==> config.mk <==
export PLATFORM = sky130hd
export DESIGN_NAME = acrb_ctrl
export DESIGN_NICKNAME = d
export VERILOG_FILES = /design/src/hdl/acrb_pkg.sv /design/src/hdl/acrb_ctrl.sv
export SDC_FILE = /design/constraint.sdc
export NUM_CORES = 1
export LEC_CHECK = 0
export BUFFER_PORTS_ARGS = -buffer_cell sky130_fd_sc_hd__buf_2
export CAP_MARGIN = 20
export CORE_AREA = 4 4 41 43
export DETAILED_ROUTE_END_ITERATION = 16
export DIE_AREA = 0 0 45 47
export PLACE_DENSITY = 0.64
export SYNTH_ARGS = -nofsm -noshare
export SYNTH_HDL_FRONTEND = slang
export SYNTH_SLANG_ARGS = --single-unit
==> constraint.sdc <==
create_clock -name clock -period 2.2 [get_ports clock]
set_input_delay 0.11 -clock clock [delete_from_list [all_inputs] [get_ports clock]]
set_output_delay 0.11 -clock clock [all_outputs]
set_load 0.05 [all_outputs]
==> src/hdl/acrb_pkg.sv <==
// Shared constants, codes and controller/datapath interface types for the audio ring buffer.
package acrb_pkg;

   localparam int DATA_W       = 8;
   localparam int LEN_W        = 7;
   localparam int CMD_W        = 2;
   localparam int DEPTH_DEF    = 1024;
   localparam int MAX_READ_DEF = 64;

   typedef enum logic [CMD_W-1:0] {
      CMD_PUSH  = 2'd0,
      CMD_FRONT = 2'd1,
      CMD_BACK  = 2'd2,
      CMD_CLEAR = 2'd3
   } cmd_type;

   // controller -> datapath
   typedef struct packed {
      logic push;
      logic clear;
      logic load;
      logic size;
      logic span;
      logic addr;
      logic rd;
      logic empty;
   } ctrl_type;

   // datapath -> controller
   typedef struct packed {
      logic n_zero;
      logic rd_last;
   } stat_type;

endpackage

==> src/hdl/acrb_ctrl.sv <==
// Sequencer for the audio ring buffer: decodes commands and steps a read through its phases.
module acrb_ctrl (
   input  logic                          clock,
   input  logic                          reset,
   input  logic                          start,
   input  logic [acrb_pkg::CMD_W-1:0]    req_cmd,
   input  acrb_pkg::stat_type            stat,
   output acrb_pkg::ctrl_type            ctrl,
   output logic                          busy
);
   import acrb_pkg::*;

   typedef enum logic [5:0] {
      ST_IDLE  = 6'b000001,
      ST_SIZE  = 6'b000010,
      ST_SPAN  = 6'b000100,
      ST_ADDR  = 6'b001000,
      ST_READ  = 6'b010000,
      ST_EMPTY = 6'b100000
   } state_type;

   state_type state_ff;
   state_type state_in;

   always_comb begin
      state_in = state_ff;
      ctrl     = '0;
      unique case (state_ff)
         ST_IDLE: begin
            if (start) begin
               unique case (cmd_type'(req_cmd))
                  CMD_PUSH:  ctrl.push = 1'b1;
                  CMD_CLEAR: ctrl.clear = 1'b1;
                  CMD_FRONT, CMD_BACK: begin
                     ctrl.load = 1'b1;
                     state_in  = ST_SIZE;
                  end
                  default: ctrl.clear = 1'b1;
               endcase
            end
         end
         ST_SIZE: begin
            ctrl.size = 1'b1;
            state_in  = ST_SPAN;
         end
         ST_SPAN: begin
            ctrl.span = 1'b1;
            state_in  = ST_ADDR;
         end
         ST_ADDR: begin
            ctrl.addr = 1'b1;
            state_in  = stat.n_zero ? ST_EMPTY : ST_READ;
         end
         ST_READ: begin
            ctrl.rd = 1'b1;
            if (stat.rd_last) state_in = ST_IDLE;
         end
         ST_EMPTY: begin
            ctrl.empty = 1'b1;
            state_in   = ST_IDLE;
         end
         default: state_in = ST_IDLE;
      endcase
   end

   always_ff @(posedge clock) begin
      if (reset) state_ff <= ST_IDLE;
      else       state_ff <= state_in;
   end

   assign busy = (state_ff != ST_IDLE);

endmodule

==> run metrics <==
outcome=finished clean; share of layout cells above drive strength 1=0.381; CP Capture Type=output pin; area share of the largest cell type after synthesis=0.315; ys async rst share=0; Worst-path clk slew=~0.040 ns; antenna violations before repair=0; Non-Filler Instances=~80; Syn Nets=55; startpoint types=flop; EDFF count, synth=0; Clock power frac=0.350; Seq pwr share=0.407; CP Data Arrival Time=between 1.5 and 2 ns; Max Cap Viol=0; Simple-Gate Fraction of Synth Area=0.436; total wire length=791 um; Top Ports=16; final setup TNS=0 ns; CTS root buf=clkbuf_4; r2r setup slk=roughly 0.55 ns; max reg flops=6; Hold Path Depth=2; mux share of post-synthesis cell area=0; cts hold-fix bufs=0; setup bufs post-CTS=0; first-pass GRT wire length=1.38 mm; Cell variety after synth=25; CP peak stage delay=~0.52 ns; vias in the first global route=342; Post-synth top cells=inv_1, dfxtp_1, nand2_1, nor2_1, nor3_1; TritonCTS clock tree=yes; delay-heaviest family, CP=simple AND/OR/NAND/NOR gates; Area after DPL=between 400 and 500 sq um; largest net degree at the start of global routing=8; final antenna diode count=0; Tot Pwr=between 0.2 and 0.3 mW; Final Max Slew Viols=0; GRT overflow=0; Tot GR Track Use=0.0931; post-route cell area=490 sq um; vias per inst=between 4 and 5; clock latency on the worst-skew pair=approximately 0.24 ns; Starting Density=0.293; pre-CTS setup slack=roughly 0.56 ns; Final Hold Viols=0; core footprint=between 1000 and 1500 sq um; pwr dens=about 600 nW/um^2; Final nets=74; FF-to-FF Start=state_ff[5]$_SDFFE_PP0P_; die footprint=roughly 2100 sq um; Pleak=0.252 nW; largest cells by area after synthesis=dfxtp_1, inv_1, ha_1; via count=370; post-route setup slack=between 0.3 and 0.4 ns; Synth area leader=dfxtp_1; Slew @ Worst Pin=between 0.5 and 0.6 ns; syn avg cell area=8.30 sq um; Worst Path Max Fanout=5; Num CTS Buffers=3; Buf/Inv on CP=1; Port Buffers=15; Placed Cells=between 70 and 80; TritonRoute pass-1 iters=4; hold path start=reset; worst endpoint required time=around 2.1 ns; adder-cell share of the synthesized area=0.0656; Slew Limit Headroom=0.641; CTS Buffer Depth=2; sw frac=0.316; num rows=13; min Tclk post-route=1.85 ns; routability congestion estimate=approximately 0.71; biggest regs=state_ff: 6 flops; largest reg by FF count=state_ff; chip height=around 47 um; wire per inst=around 10 um; sequential area share after synthesis=0.315; Synth Area in Compound Gates=0.0951; Post-synth top flop=dfxtp_1; CP Class=flop to output pin; Post-Synth XOR/XNOR Area=0; Ys Warns=0; Hold EP=state_ff[1]$_SDFFE_PP0P_; Final setup viols=0; Net Switching=0.0911 mW; Iter 0 DRT Violations=7; Final HPWL DP=650 um; final core occ=0.377; Tcrit/Tclk final=0.841; internal power=around 0.20 mW; main combinational cell family by area after synthesis=simple AND/OR/NAND/NOR gates; CP cell instances=nor4_1 -> and2_1 -> and3_1 -> buf_2; DRT antenna net count=0; Die X=between 40 and 50 um; FF-to-FF path depth=3; Combinational Power Share=0.243; f_max=0.541 GHz; Clock Sinks=6; Area growth, synth to finish=28.5%; Mapped Area=around 380 sq um; Crit Reg-Reg Endpoint=state_ff[0]$_SDFFE_PP1P_; Gate Count Post-Synth=46; Worst VDD drop=about 0.18 mV; # DRC=0; flops & latches, synth=6; RSZ-0062 raised after global routing=no; post-cts resize count=0; worst hold slack=between 0.03 and 0.04 ns; slowest library cell on the worst path=nor4_1; top-count cell post-synth=inv_1; clock skew=0.00305 ns; H-tree levels=1; Hold Crit Class=primary input to flop
[final cells by class]
| class | count | area, sq um |
|---|---|---|
| Clock buffer | 3 | 22.5 |
| Fill cell | 156 | 811 |
| Inverter | 7 | 26.3 |
| Multi-Input combinational cell | 32 | 228 |
| Sequential cell | 6 | 120 |
| Tap cell | 15 | 18.8 |
| Timing Repair Buffer | 15 | 75.1 |
[worst max-delay path by stage]
stage	startpoint	slack (ns)	end	cells past startpoint
floorplan	state_ff[3]$_SDFFE_PP0P_	0.04	ctrl[0]	2
global placement	state_ff[5]$_SDFFE_PP0P_	0.58	state_ff[0]$_SDFFE_PP1P_	3
detailed placement	state_ff[5]$_SDFFE_PP0P_	0.56	state_ff[0]$_SDFFE_PP1P_	3
CTS	state_ff[3]$_SDFFE_PP0P_	0.32	ctrl[6]	4
global route	state_ff[3]$_SDFFE_PP0P_	0.22	ctrl[6]	4
finish	state_ff[3]$_SDFFE_PP0P_	0.35	ctrl[6]	4
[cells by family after synthesis]
logic type | Yosys count
AND/OR/NAND/NOR | 25
buffers and inverters | 8
flip-flops | 6
AO/OA/AOI/OAI | 5
adder cells (fa/ha/maj) | 2
[metal layers]
metal	up-vias	global-route usage	wire, um
met4	0	0.0877	24
met3	2	0.0268	45
li1	202	-	-
met2	8	0.141	365
met5	-	0	0
met1	158	0.104	355
[cell usage in the layout (no fill, tap or decap)]
cell type,synthesis,layout
clkbuf_4,0,3
nor4b_1,1,1
nor2_1,3,3
nand2_1,3,3
nor3b_2,1,1
buf_2,0,15
nand4_1,1,1
a21oi_1,1,1
or4_1,1,1
o311ai_0,1,1
o21ai_0,1,1
nand3_1,1,1
a31o_2,1,1
nor3b_1,1,1
and2_1,1,1
inv_1,7,7
or4_4,1,1
nor4_1,2,2
ha_1,2,2
a31o_1,1,1
or4b_4,1,1
and3_1,2,2
nor3_1,3,3
nand3b_1,1,1
dfxtp_1,6,6
and2b_2,2,2
[worst register-to-register path: stages, from the launching register on]
cell and delay [ns]:
dfxtp_1 0.35, or4b_4 0.53, or4_4 0.44, a31o_1 0.21
[power groups by stage]
stage | clock network (mW) | registers [mW] | logic (mW)
floorplan | 0 | 0.118 | 0.0528
global placement | 0 | 0.120 | 0.0698
detailed placement | 0 | 0.120 | 0.0706
CTS | 0.107 | 0.117 | 0.0709
global route | 0.117 | 0.118 | 0.0765
finish | 0.101 | 0.118 | 0.0700
Note: power is estimated with default switching activity, not from simulation.
